===== src/idt_pkg.sv =====
// Shared types, codes and constants for the image download tracker.
// No dependencies; compiled first.
`default_nettype none

package idt_pkg;

  localparam int unsigned IDT_MAX_PACKETS  = 192;
  localparam int unsigned IDT_IMAGE_OFFSET = 10;
  localparam logic [15:0] CRC_INIT         = 16'hFFFF;

  typedef enum logic [1:0] {
    OP_CLEAR    = 2'd0,
    OP_PACKET   = 2'd1,
    OP_READBACK = 2'd2,
    OP_CONFIRM  = 2'd3
  } op_t;

  typedef enum logic [3:0] {
    ST_OK         = 4'd0,
    ST_RANGE      = 4'd1,
    ST_DUP        = 4'd2,
    ST_TAG        = 4'd3,
    ST_LEN        = 4'd4,
    ST_CTAG       = 4'd5,
    ST_UNCONF     = 4'd6,
    ST_INCOMPLETE = 4'd7,
    ST_CRCBAD     = 4'd8
  } status_t;

  localparam logic [1:0] CFG_TOTAL_PACKETS = 2'd0;
  localparam logic [1:0] CFG_PACKET_BYTES  = 2'd1;
  localparam logic [1:0] CFG_EXPECTED_CRC  = 2'd2;

  // Command to the received map and its answer.
  typedef struct packed {
    logic       clr;
    logic       set;
    logic [7:0] idx;
  } map_cmd_t;

  typedef struct packed {
    logic hit;
    logic all_after;
  } map_rsp_t;

  // Reflected CRC-CCITT, one byte per call.
  function automatic logic [15:0] crc_byte(input logic [15:0] crc, input logic [7:0] b);
    logic [7:0] d;
    d = b ^ crc[7:0];
    d = d ^ (d << 4);
    return {d, crc[15:8]} ^ {8'h00, (d >> 4)} ^ ({8'h00, d} << 3);
  endfunction

endpackage

`default_nettype wire


===== src/idt_if.sv =====
// Valid/ready channel interfaces for the tracker's command and result streams.
// Depends on nothing; follows idt_pkg.
`default_nettype none

interface idt_in_if;
  logic        valid;
  logic        ready;
  logic [1:0]  op;
  logic [7:0]  packet_index;
  logic [15:0] image_tag;
  logic [7:0]  payload_length;
  logic [7:0]  data_byte;
  logic        restart_crc;

  modport source (output valid, op, packet_index, image_tag, payload_length, data_byte,
                  restart_crc, input ready);
  modport sink (input valid, op, packet_index, image_tag, payload_length, data_byte,
                restart_crc, output ready);
endinterface

interface idt_out_if;
  logic        valid;
  logic        ready;
  logic [3:0]  status;
  logic [15:0] flash_address;
  logic [15:0] image_size;
  logic [7:0]  packets_received;
  logic        all_received;
  logic [15:0] running_crc;
  logic        crc_match;

  modport source (output valid, status, flash_address, image_size, packets_received,
                  all_received, running_crc, crc_match, input ready);
  modport sink (input valid, status, flash_address, image_size, packets_received,
                all_received, running_crc, crc_match, output ready);
endinterface

`default_nettype wire


===== src/image_download_tracker_top.sv =====
// Image download tracker: one result per command, registered on the edge of the transfer.
// Latency: the result is valid in the cycle after the input transfer.
// Throughput: one command per cycle; the output register frees as its result is taken.
// Every command is resolved in one pass: map lookup, byte CRC and 8x8 address product.
// Reset (synchronous, rst_n low): map, count, config, valid cleared; CRC set to 0xFFFF.
// Depends on idt_pkg, idt_if and idt_map.
`default_nettype none

module image_download_tracker_top
  import idt_pkg::*;
#(
  parameter int unsigned MAX_PACKETS  = IDT_MAX_PACKETS,
  parameter int unsigned IMAGE_OFFSET = IDT_IMAGE_OFFSET
) (
  input  wire logic        clk,
  input  wire logic        rst_n,
  idt_in_if.sink           in_ch,
  idt_out_if.source        out_ch,
  input  wire logic        cfg_we,
  input  wire logic [1:0]  cfg_index,
  input  wire logic [15:0] cfg_wdata
);

  localparam logic [7:0]  MAX_B  = 8'(MAX_PACKETS);
  localparam logic [15:0] OFFSET = 16'(IMAGE_OFFSET);

  logic [7:0]  total_r;
  logic [7:0]  pbytes_r;
  logic [15:0] exp_crc_r;
  logic [7:0]  count_r;
  logic [7:0]  count_nxt;
  logic [15:0] crc_r;
  logic [15:0] crc_nxt;
  logic [15:0] crc_seed;

  logic        out_valid_r;
  status_t     status_r;
  status_t     status_nxt;
  logic [15:0] addr_r;
  logic [15:0] addr_nxt;
  logic [15:0] size_r;
  logic [7:0]  count_out_r;
  logic        all_r;
  logic [15:0] crc_out_r;
  logic        match_r;

  logic        accept;
  logic        total_we;
  op_t         op;
  logic        in_range;
  logic        pkt_ok;
  logic [15:0] size_c;
  logic [15:0] prod;
  map_cmd_t    map_cmd;
  map_rsp_t    map_rsp;

  assign op       = op_t'(in_ch.op);
  assign in_ch.ready = out_ch.ready || !out_valid_r;
  assign accept   = in_ch.valid && in_ch.ready;
  assign total_we = cfg_we && (cfg_index == CFG_TOTAL_PACKETS) && (cfg_wdata[7:0] <= MAX_B);

  assign in_range = (in_ch.packet_index < total_r) && (in_ch.packet_index < MAX_B);
  assign prod     = 16'(in_ch.packet_index) * 16'(pbytes_r);
  assign size_c   = 16'(total_r) * 16'(pbytes_r);
  assign crc_seed = in_ch.restart_crc ? CRC_INIT : crc_r;

  always_comb begin
    status_nxt = ST_OK;
    pkt_ok     = 1'b0;
    unique case (op)
      OP_CLEAR, OP_READBACK: status_nxt = ST_OK;
      OP_PACKET: begin
        if (!in_range)                              status_nxt = ST_RANGE;
        else if (map_rsp.hit)                       status_nxt = ST_DUP;
        else if (in_ch.image_tag != exp_crc_r)      status_nxt = ST_TAG;
        else if (in_ch.payload_length != pbytes_r)  status_nxt = ST_LEN;
        else                                        pkt_ok     = 1'b1;
      end
      OP_CONFIRM: begin
        if (in_ch.image_tag != exp_crc_r)             status_nxt = ST_CTAG;
        else if (pbytes_r == '0 || total_r == '0)     status_nxt = ST_UNCONF;
        else if (!map_rsp.all_after)                  status_nxt = ST_INCOMPLETE;
        else if (crc_r != exp_crc_r)                  status_nxt = ST_CRCBAD;
      end
      default: status_nxt = ST_OK;
    endcase
  end

  assign map_cmd.clr = accept && (op == OP_CLEAR);
  assign map_cmd.set = accept && pkt_ok;
  assign map_cmd.idx = in_ch.packet_index;

  assign count_nxt = map_cmd.clr ? '0 : (map_cmd.set ? count_r + 8'd1 : count_r);
  assign crc_nxt   = (op == OP_READBACK) ? crc_byte(crc_seed, in_ch.data_byte) : crc_r;
  assign addr_nxt  = pkt_ok ? prod + OFFSET : '0;

  idt_map #(
    .MAX_PACKETS (MAX_PACKETS)
  ) u_map (
    .clk       (clk),
    .rst_n     (rst_n),
    .total_we  (total_we),
    .total_val (cfg_wdata[7:0]),
    .cmd       (map_cmd),
    .rsp       (map_rsp)
  );

  // configuration and tracking state
  always_ff @(posedge clk) begin
    if (!rst_n) begin
      total_r   <= '0;
      pbytes_r  <= '0;
      exp_crc_r <= '0;
      count_r   <= '0;
      crc_r     <= CRC_INIT;
    end else begin
      if (total_we) total_r <= cfg_wdata[7:0];
      if (cfg_we && cfg_index == CFG_PACKET_BYTES) pbytes_r <= cfg_wdata[7:0];
      if (cfg_we && cfg_index == CFG_EXPECTED_CRC) exp_crc_r <= cfg_wdata;
      if (accept) begin
        count_r <= count_nxt;
        crc_r   <= crc_nxt;
      end
    end
  end

  // result register: hold while the sink stalls
  always_ff @(posedge clk) begin
    if (!rst_n) begin
      out_valid_r <= 1'b0;
    end else begin
      out_valid_r <= accept || (out_valid_r && !out_ch.ready);
    end
  end

  always_ff @(posedge clk) begin
    if (accept) begin
      status_r    <= status_nxt;
      addr_r      <= addr_nxt;
      size_r      <= size_c;
      count_out_r <= count_nxt;
      all_r       <= map_rsp.all_after;
      crc_out_r   <= crc_nxt;
      match_r     <= map_rsp.all_after && (crc_nxt == exp_crc_r);
    end
  end

  assign out_ch.valid            = out_valid_r;
  assign out_ch.status           = status_r;
  assign out_ch.flash_address    = addr_r;
  assign out_ch.image_size       = size_r;
  assign out_ch.packets_received = count_out_r;
  assign out_ch.all_received     = all_r;
  assign out_ch.running_crc      = crc_out_r;
  assign out_ch.crc_match        = match_r;

endmodule

`default_nettype wire


===== src/idt_map.sv =====
// Received-packet bitmap with its expected-packet mask and completeness test.
// Depends on idt_pkg.
`default_nettype none

module idt_map
  import idt_pkg::*;
#(
  parameter int unsigned MAX_PACKETS = IDT_MAX_PACKETS
) (
  input  wire logic       clk,
  input  wire logic       rst_n,
  input  wire logic       total_we,
  input  wire logic [7:0] total_val,
  input  wire map_cmd_t   cmd,
  output map_rsp_t        rsp
);

  localparam int unsigned IDX_W = $clog2(MAX_PACKETS);

  logic [MAX_PACKETS-1:0] map_r;
  logic [MAX_PACKETS-1:0] map_nxt;
  logic [MAX_PACKETS-1:0] mask_r;
  logic [MAX_PACKETS-1:0] set_vec;
  logic [IDX_W-1:0]       idx_w;

  assign idx_w   = cmd.idx[IDX_W-1:0];
  assign set_vec = cmd.set ? (MAX_PACKETS'(1) << idx_w) : '0;
  assign map_nxt = cmd.clr ? '0 : (map_r | set_vec);

  // hit is only consulted once the index is known to be in range
  assign rsp.hit       = map_r[idx_w];
  assign rsp.all_after = &(map_nxt | ~mask_r);

  always_ff @(posedge clk) begin
    if (!rst_n) begin
      map_r  <= '0;
      mask_r <= '0;
    end else begin
      map_r <= map_nxt;
      if (total_we) begin
        for (int i = 0; i < MAX_PACKETS; i++) begin
          mask_r[i] <= (9'(i) < {1'b0, total_val});
        end
      end
    end
  end

endmodule

`default_nettype wire


===== src/flat_wrapper.sv =====
// flat-port wrapper written by rule: the top's interface ports become plain ports
module image_download_tracker_top_flat import idt_pkg::*;
#(
  parameter int unsigned MAX_PACKETS  = IDT_MAX_PACKETS,
  parameter int unsigned IMAGE_OFFSET = IDT_IMAGE_OFFSET
)
  (clk, rst_n, cfg_we, cfg_index, cfg_wdata, in_ch_valid, in_ch_op, in_ch_packet_index, in_ch_image_tag, in_ch_payload_length, in_ch_data_byte, in_ch_restart_crc, in_ch_ready, out_ch_valid, out_ch_status, out_ch_flash_address, out_ch_image_size, out_ch_packets_received, out_ch_all_received, out_ch_running_crc, out_ch_crc_match, out_ch_ready);
  idt_in_if in_ch_i ();
  idt_out_if out_ch_i ();
  input  wire logic clk;
  input  wire logic rst_n;
  input  wire logic cfg_we;
  input  wire logic [1:0] cfg_index;
  input  wire logic [15:0] cfg_wdata;
  input wire logic [$bits(in_ch_i.valid)-1:0] in_ch_valid;
  input wire logic [$bits(in_ch_i.op)-1:0] in_ch_op;
  input wire logic [$bits(in_ch_i.packet_index)-1:0] in_ch_packet_index;
  input wire logic [$bits(in_ch_i.image_tag)-1:0] in_ch_image_tag;
  input wire logic [$bits(in_ch_i.payload_length)-1:0] in_ch_payload_length;
  input wire logic [$bits(in_ch_i.data_byte)-1:0] in_ch_data_byte;
  input wire logic [$bits(in_ch_i.restart_crc)-1:0] in_ch_restart_crc;
  output wire logic [$bits(in_ch_i.ready)-1:0] in_ch_ready;
  output wire logic [$bits(out_ch_i.valid)-1:0] out_ch_valid;
  output wire logic [$bits(out_ch_i.status)-1:0] out_ch_status;
  output wire logic [$bits(out_ch_i.flash_address)-1:0] out_ch_flash_address;
  output wire logic [$bits(out_ch_i.image_size)-1:0] out_ch_image_size;
  output wire logic [$bits(out_ch_i.packets_received)-1:0] out_ch_packets_received;
  output wire logic [$bits(out_ch_i.all_received)-1:0] out_ch_all_received;
  output wire logic [$bits(out_ch_i.running_crc)-1:0] out_ch_running_crc;
  output wire logic [$bits(out_ch_i.crc_match)-1:0] out_ch_crc_match;
  input wire logic [$bits(out_ch_i.ready)-1:0] out_ch_ready;
  assign in_ch_i.valid = in_ch_valid;
  assign in_ch_i.op = in_ch_op;
  assign in_ch_i.packet_index = in_ch_packet_index;
  assign in_ch_i.image_tag = in_ch_image_tag;
  assign in_ch_i.payload_length = in_ch_payload_length;
  assign in_ch_i.data_byte = in_ch_data_byte;
  assign in_ch_i.restart_crc = in_ch_restart_crc;
  assign in_ch_ready = in_ch_i.ready;
  assign out_ch_valid = out_ch_i.valid;
  assign out_ch_status = out_ch_i.status;
  assign out_ch_flash_address = out_ch_i.flash_address;
  assign out_ch_image_size = out_ch_i.image_size;
  assign out_ch_packets_received = out_ch_i.packets_received;
  assign out_ch_all_received = out_ch_i.all_received;
  assign out_ch_running_crc = out_ch_i.running_crc;
  assign out_ch_crc_match = out_ch_i.crc_match;
  assign out_ch_i.ready = out_ch_ready;
  image_download_tracker_top #(.MAX_PACKETS(MAX_PACKETS), .IMAGE_OFFSET(IMAGE_OFFSET)) u_core (.clk(clk), .rst_n(rst_n), .in_ch(in_ch_i), .out_ch(out_ch_i), .cfg_we(cfg_we), .cfg_index(cfg_index), .cfg_wdata(cfg_wdata));
endmodule

===== config.mk =====
export PLATFORM = sky130hd
export DESIGN_NAME = image_download_tracker_top_flat
export DESIGN_NICKNAME = d
export VERILOG_FILES = /design/src/idt_pkg.sv /design/src/idt_if.sv /design/src/image_download_tracker_top.sv /design/src/idt_map.sv /design/src/flat_wrapper.sv
export SDC_FILE = /design/constraint.sdc
export NUM_CORES = 2
export LEC_CHECK = 0
export ABC_AREA = 1
export BUFFER_PORTS_ARGS = -buffer_cell sky130_fd_sc_hd__buf_2
export CORE_UTILIZATION = 50
export CTS_CLUSTER_SIZE = 8
export DETAILED_ROUTE_END_ITERATION = 16
export PLACE_DENSITY = 0.67
export RECOVER_POWER = 50
export REMOVE_ABC_BUFFERS = 1
export SETUP_SLACK_MARGIN = 0.05
export SKIP_CTS_REPAIR_TIMING = 1
export SYNTH_ARGS = -nofsm -noshare
export SYNTH_HDL_FRONTEND = slang
export SYNTH_HIERARCHICAL = 1
export SYNTH_SLANG_ARGS = --single-unit

===== constraint.sdc =====
create_clock -name clk -period 11.6 [get_ports clk]
set_input_delay 0 -clock clk [delete_from_list [all_inputs] [get_ports clk]]
set_output_delay 0 -clock clk [all_outputs]
set_load 0.01 [all_outputs]

==> metrics.log <==
INFO  metric first_pass_grt_wire_length = 159,000 um
INFO  metric worst_r2r_startpoint = u_core/u_map/map_r[100]
INFO  metric multi_input_combinational_cell_area = 15,200 um^2
INFO  metric final.fill_count = 5,628
INFO  metric die_span_x = 243 um
INFO  metric setup-violations-final = 0
INFO  metric clkTransAtPathRegs = 0.05 ns
INFO  metric p_leak = 0.0147 uW
INFO  metric final_critical_path_setup_slack = 3.22 ns
INFO  metric hold_class = in -> reg
INFO  metric worst-endpoint-arrival = 8.93 ns
INFO  metric antenna_found_initial = 3
INFO  metric grt.overflow.total = 0
INFO  metric tritoncts_clock_tree = built
INFO  metric wirelength = 107,000 um
INFO  metric route.detailed.wl_per_inst = 21.2 um
INFO  metric clk_root_buffer_cell = sky130_fd_sc_hd__clkbuf_16
INFO  metric clock_tree.buffer_depth = 3
INFO  metric max_cap_violations = 7
INFO  metric cts_num_sinks = 503
INFO  metric synth.yosys.seq_area_share = 0.368
INFO  metric global_route.usage.total = 0.353
INFO  metric setup-tns-final = 0 ns
INFO  metric endpoint_of_the_most_critical_register_to_register_path = u_core/out_ch.status[0]
INFO  metric drcViolationCount = 0
INFO  metric required = 12.15 ns
INFO  metric dpl.hpwl = 71,700 um
INFO  metric timing.hold.worst.start = cfg_index[1]
INFO  metric postSynthRegisterBits = 503
INFO  metric globalplace.congestion = 0.983
INFO  metric post_route_skew = 0.0204 ns
INFO  metric layout.area.seq = 10,700 um^2
INFO  metric worstSetupPathType = in -> reg
INFO  metric clk-insertion-delay-late = 0.62 ns
INFO  metric starting_density_of_the_core = 0.510
INFO  metric report.power.total = 4340 uW
INFO  metric timing.critical_path.from = cfg_wdata[2]
INFO  metric setup.worst_path.start_class = input port
INFO  metric timing.hold.ws = -0.0505 ns
INFO  metric dominantRegCellSynth = sky130_fd_sc_hd__dfxtp_1
INFO  metric core-area = 56,900 um^2
INFO  metric postSynthCellCount = 4,232
INFO  metric final_layout_size_suffix_gt1_frac = 0.0637
INFO  metric drt_first_iter_violations = 3,508
INFO  metric critical_path_peak_fanout = 69
INFO  metric max_slew_headroom_at_the_worst_pin = -1.16
INFO  metric setup.worst_path.end_class = flop
INFO  metric route.detailed.vias_per_inst = 5.70
INFO  metric worst_slew_pin_slew = 3.24 ns
INFO  metric crit_end = u_core/u_map/mask_r[22]
INFO  metric yosys_warnings = 6
INFO  metric post-route-period-util = 0.722
INFO  metric grt_max_degree = 170
INFO  metric synthDistinctLibCells = 52
INFO  metric numPlacedInstances = 4,908
INFO  metric hold_viol_final = 6
INFO  metric layoutNonFillerInstCount = 5,029
INFO  metric drt_pass1_iterations = 8
INFO  metric top_level_ports = 130
INFO  metric number_of_buffers_added_by_the_clock_tree_synthesis_step = 73
INFO  metric worst_ir_drop_vdd = 0.0997 mV
INFO  metric design.die.area = 59,100 um^2
INFO  metric layout_min_cycle_time = 8.38 ns
INFO  metric synth_enable_flop_cells = 62
INFO  metric synth.cell_area = 29,100 um^2
INFO  metric failed_checks = negative hold slack, max-capacitance violations, max-slew violations
INFO  metric fin_nets = 4,476
INFO  metric drt.antenna.violating_nets = 0
INFO  metric synth_area_per_cell = 6.87 um^2
INFO  metric row_count = 87
INFO  metric outcome = finished, violations left
INFO  metric rsz0062_at_grt = no
INFO  metric r2r_cells = 32
INFO  metric final_max_slew_viol_count = 356
INFO  metric power_density = 136 nW/um^2
INFO  metric place_ws = 4.57 ns
INFO  metric cts-htree-levels = 3
INFO  metric ys_async_sr_fraction = 0
INFO  metric die_h = 243 um
INFO  metric timing.reg2reg.setup_slack = 4.48 ns
INFO  metric timing.fmax = 119 MHz
INFO  metric vias = 28,700
INFO  metric first_global_vias = 26,200
INFO  metric placement.io_buffers = 129
INFO  metric area_growth_syn_to_layout = 10.1%
==> kinds of logic (layout without fill, tap and decap cells) <==
logic type	after synthesis	in the layout	share of synthesized area
AOI/OAI and AO/OA	706	706	0.134
xor gates and xnor gates	46	46	0.0141
adders and majority gates	157	157	0.0867
buffers and inverters	796	836	0.109
DFF	503	503	0.368
other	0	1	0
and+or+nand+nor	2024	2024	0.288
==> power breakdown <==
group          internal (uW)  leakage [uW]  switching [uW]  total [uW]
clock                   1170      0.000986             791        1960
sequential              1820       0.00419            41.7        1860
combinational            145       0.00955             378         522
total                   3130        0.0147            1210        4340
==> per-stage QoR <==
step                      cell area (um^2)   util
after global placement               29900  0.525
after floorplan                      28000      -
after global routing                 32000  0.562
after detailed placement             29900  0.525
final                                32000  0.562
after CTS                            31900  0.560
==> how the worst min path moves through the flow <==
stage	slack, ns	cells past startpoint	end
floorplan	0.1	2	u_core/u_map/mask_r[118]
global placement	0.25	3	u_core/out_ch.valid
detailed placement	0.26	3	u_core/out_ch.valid
CTS	-0.39	3	u_core/out_ch.valid
global route	0.02	4	u_core/pbytes_r[3]
finish	-0.05	4	u_core/pbytes_r[2]
==> worst max-delay path: stages <==
cell                            delay (ns)
sky130_fd_sc_hd__dlygate4sd3_1        0.53
sky130_fd_sc_hd__clkbuf_1             0.48
sky130_fd_sc_hd__nor4_1               0.42
sky130_fd_sc_hd__nand2_1              0.08
sky130_fd_sc_hd__nand3_1              0.07
sky130_fd_sc_hd__nand2_1              0.34
sky130_fd_sc_hd__inv_1                0.18
sky130_fd_sc_hd__clkbuf_1             1.00
sky130_fd_sc_hd__clkinvlp_2           2.34
sky130_fd_sc_hd__clkbuf_1             1.67
sky130_fd_sc_hd__a21oi_1              0.49
sky130_fd_sc_hd__clkbuf_1             0.57
sky130_fd_sc_hd__o21ai_0              0.36
sky130_fd_sc_hd__nand3_1              0.14
sky130_fd_sc_hd__nand2_1              0.06
sky130_fd_sc_hd__inv_1                0.10
==> cell usage after synthesis (10+ instances only) <==
cell type	n	area, um^2
sky130_fd_sc_hd__o21bai_1	24	180
sky130_fd_sc_hd__xnor2_1	21	184
sky130_fd_sc_hd__edfxtp_1	62	1860
sky130_fd_sc_hd__inv_2	28	105
sky130_fd_sc_hd__nand2_1	1251	4700
sky130_fd_sc_hd__buf_1	32	120
sky130_fd_sc_hd__a22oi_1	10	75.1
sky130_fd_sc_hd__nand4_1	74	463
sky130_fd_sc_hd__nor3_2	10	100
sky130_fd_sc_hd__nor3_1	33	165
sky130_fd_sc_hd__dfxtp_1	441	8830
sky130_fd_sc_hd__nand2_2	18	113
sky130_fd_sc_hd__o22ai_1	50	313
sky130_fd_sc_hd__nor2_1	429	1610
sky130_fd_sc_hd__inv_1	516	1940
sky130_fd_sc_hd__xor2_1	24	210
sky130_fd_sc_hd__o21ai_0	286	1430
sky130_fd_sc_hd__o21ai_1	21	105
sky130_fd_sc_hd__ha_1	83	1040
sky130_fd_sc_hd__buf_2	37	185
sky130_fd_sc_hd__fa_1	74	1480
sky130_fd_sc_hd__a31oi_1	13	81.3
sky130_fd_sc_hd__nand3_2	10	100
sky130_fd_sc_hd__nor2_2	15	93.8
sky130_fd_sc_hd__buf_6	10	113
sky130_fd_sc_hd__nand3_1	159	796
sky130_fd_sc_hd__a21oi_1	240	1200
sky130_fd_sc_hd__o211ai_1	19	143
sky130_fd_sc_hd__buf_4	14	105
sky130_fd_sc_hd__o2111ai_1	20	175
sky130_fd_sc_hd__clkbuf_1	151	567
==> sequential cells by signal, summed over array words and instances, names as in the netlist <==
| name | cells |
|---|---|
| u_core/out_ch.image_size | 16 |
| u_core/out_ch.flash_address | 16 |
| u_core/out_ch.crc_match | 1 |
| u_core/pbytes_r | 8 |
| u_core/u_map/mask_r | 192 |
| u_core/out_ch.running_crc | 16 |
| u_core/out_ch.packets_received | 8 |
| u_core/exp_crc_r | 16 |
| u_core/crc_r | 16 |
| u_core/out_ch.all_received | 1 |
| u_core/count_r | 8 |
| u_core/out_ch.valid | 1 |
| u_core/out_ch.status | 4 |
| u_core/u_map/map_r | 192 |
| u_core/total_r | 8 |
==> layout by cell type (no fill, tap or decap), drive strengths merged, types with 6 or more instances in the layout <==
master	n
o211ai	19
o22ai	50
xor2	24
nand3	169
nand2	1271
o21ai	309
nor3	43
clkinv	13
inv	542
edfxtp	62
a21oi	240
nor4	6
nand4	75
nor2	453
a221oi	9
ha	83
a31oi	13
clkbuf	165
dlygate4sd3	26
xnor2	22
fa	74
a22oi	10
o2111ai	20
o21bai	24
dfxtp	441
buf	88
==> layout make-up <==
class | instances | area share
Antenna cell | 1 | 0.0000782
Clock buffer | 88 | 0.0608
Clock inverter | 6 | 0.00250
Inverter | 551 | 0.0653
Multi-Input combinational cell | 2933 | 0.475
Sequential cell | 503 | 0.334
Tap cell | 756 | 0.0296
Timing Repair Buffer | 191 | 0.0330
==> metal layers <==
metal	global-route usage	vias up	share of wire
met5	0.0131	-	0.0012
met4	0.202	6	0.065
met3	0.0858	345	0.11
met2	0.528	1596	0.42
met1	0.463	13300	0.40
li1	-	13500	-
No activity file was read; power rests on OpenSTA's default activity.
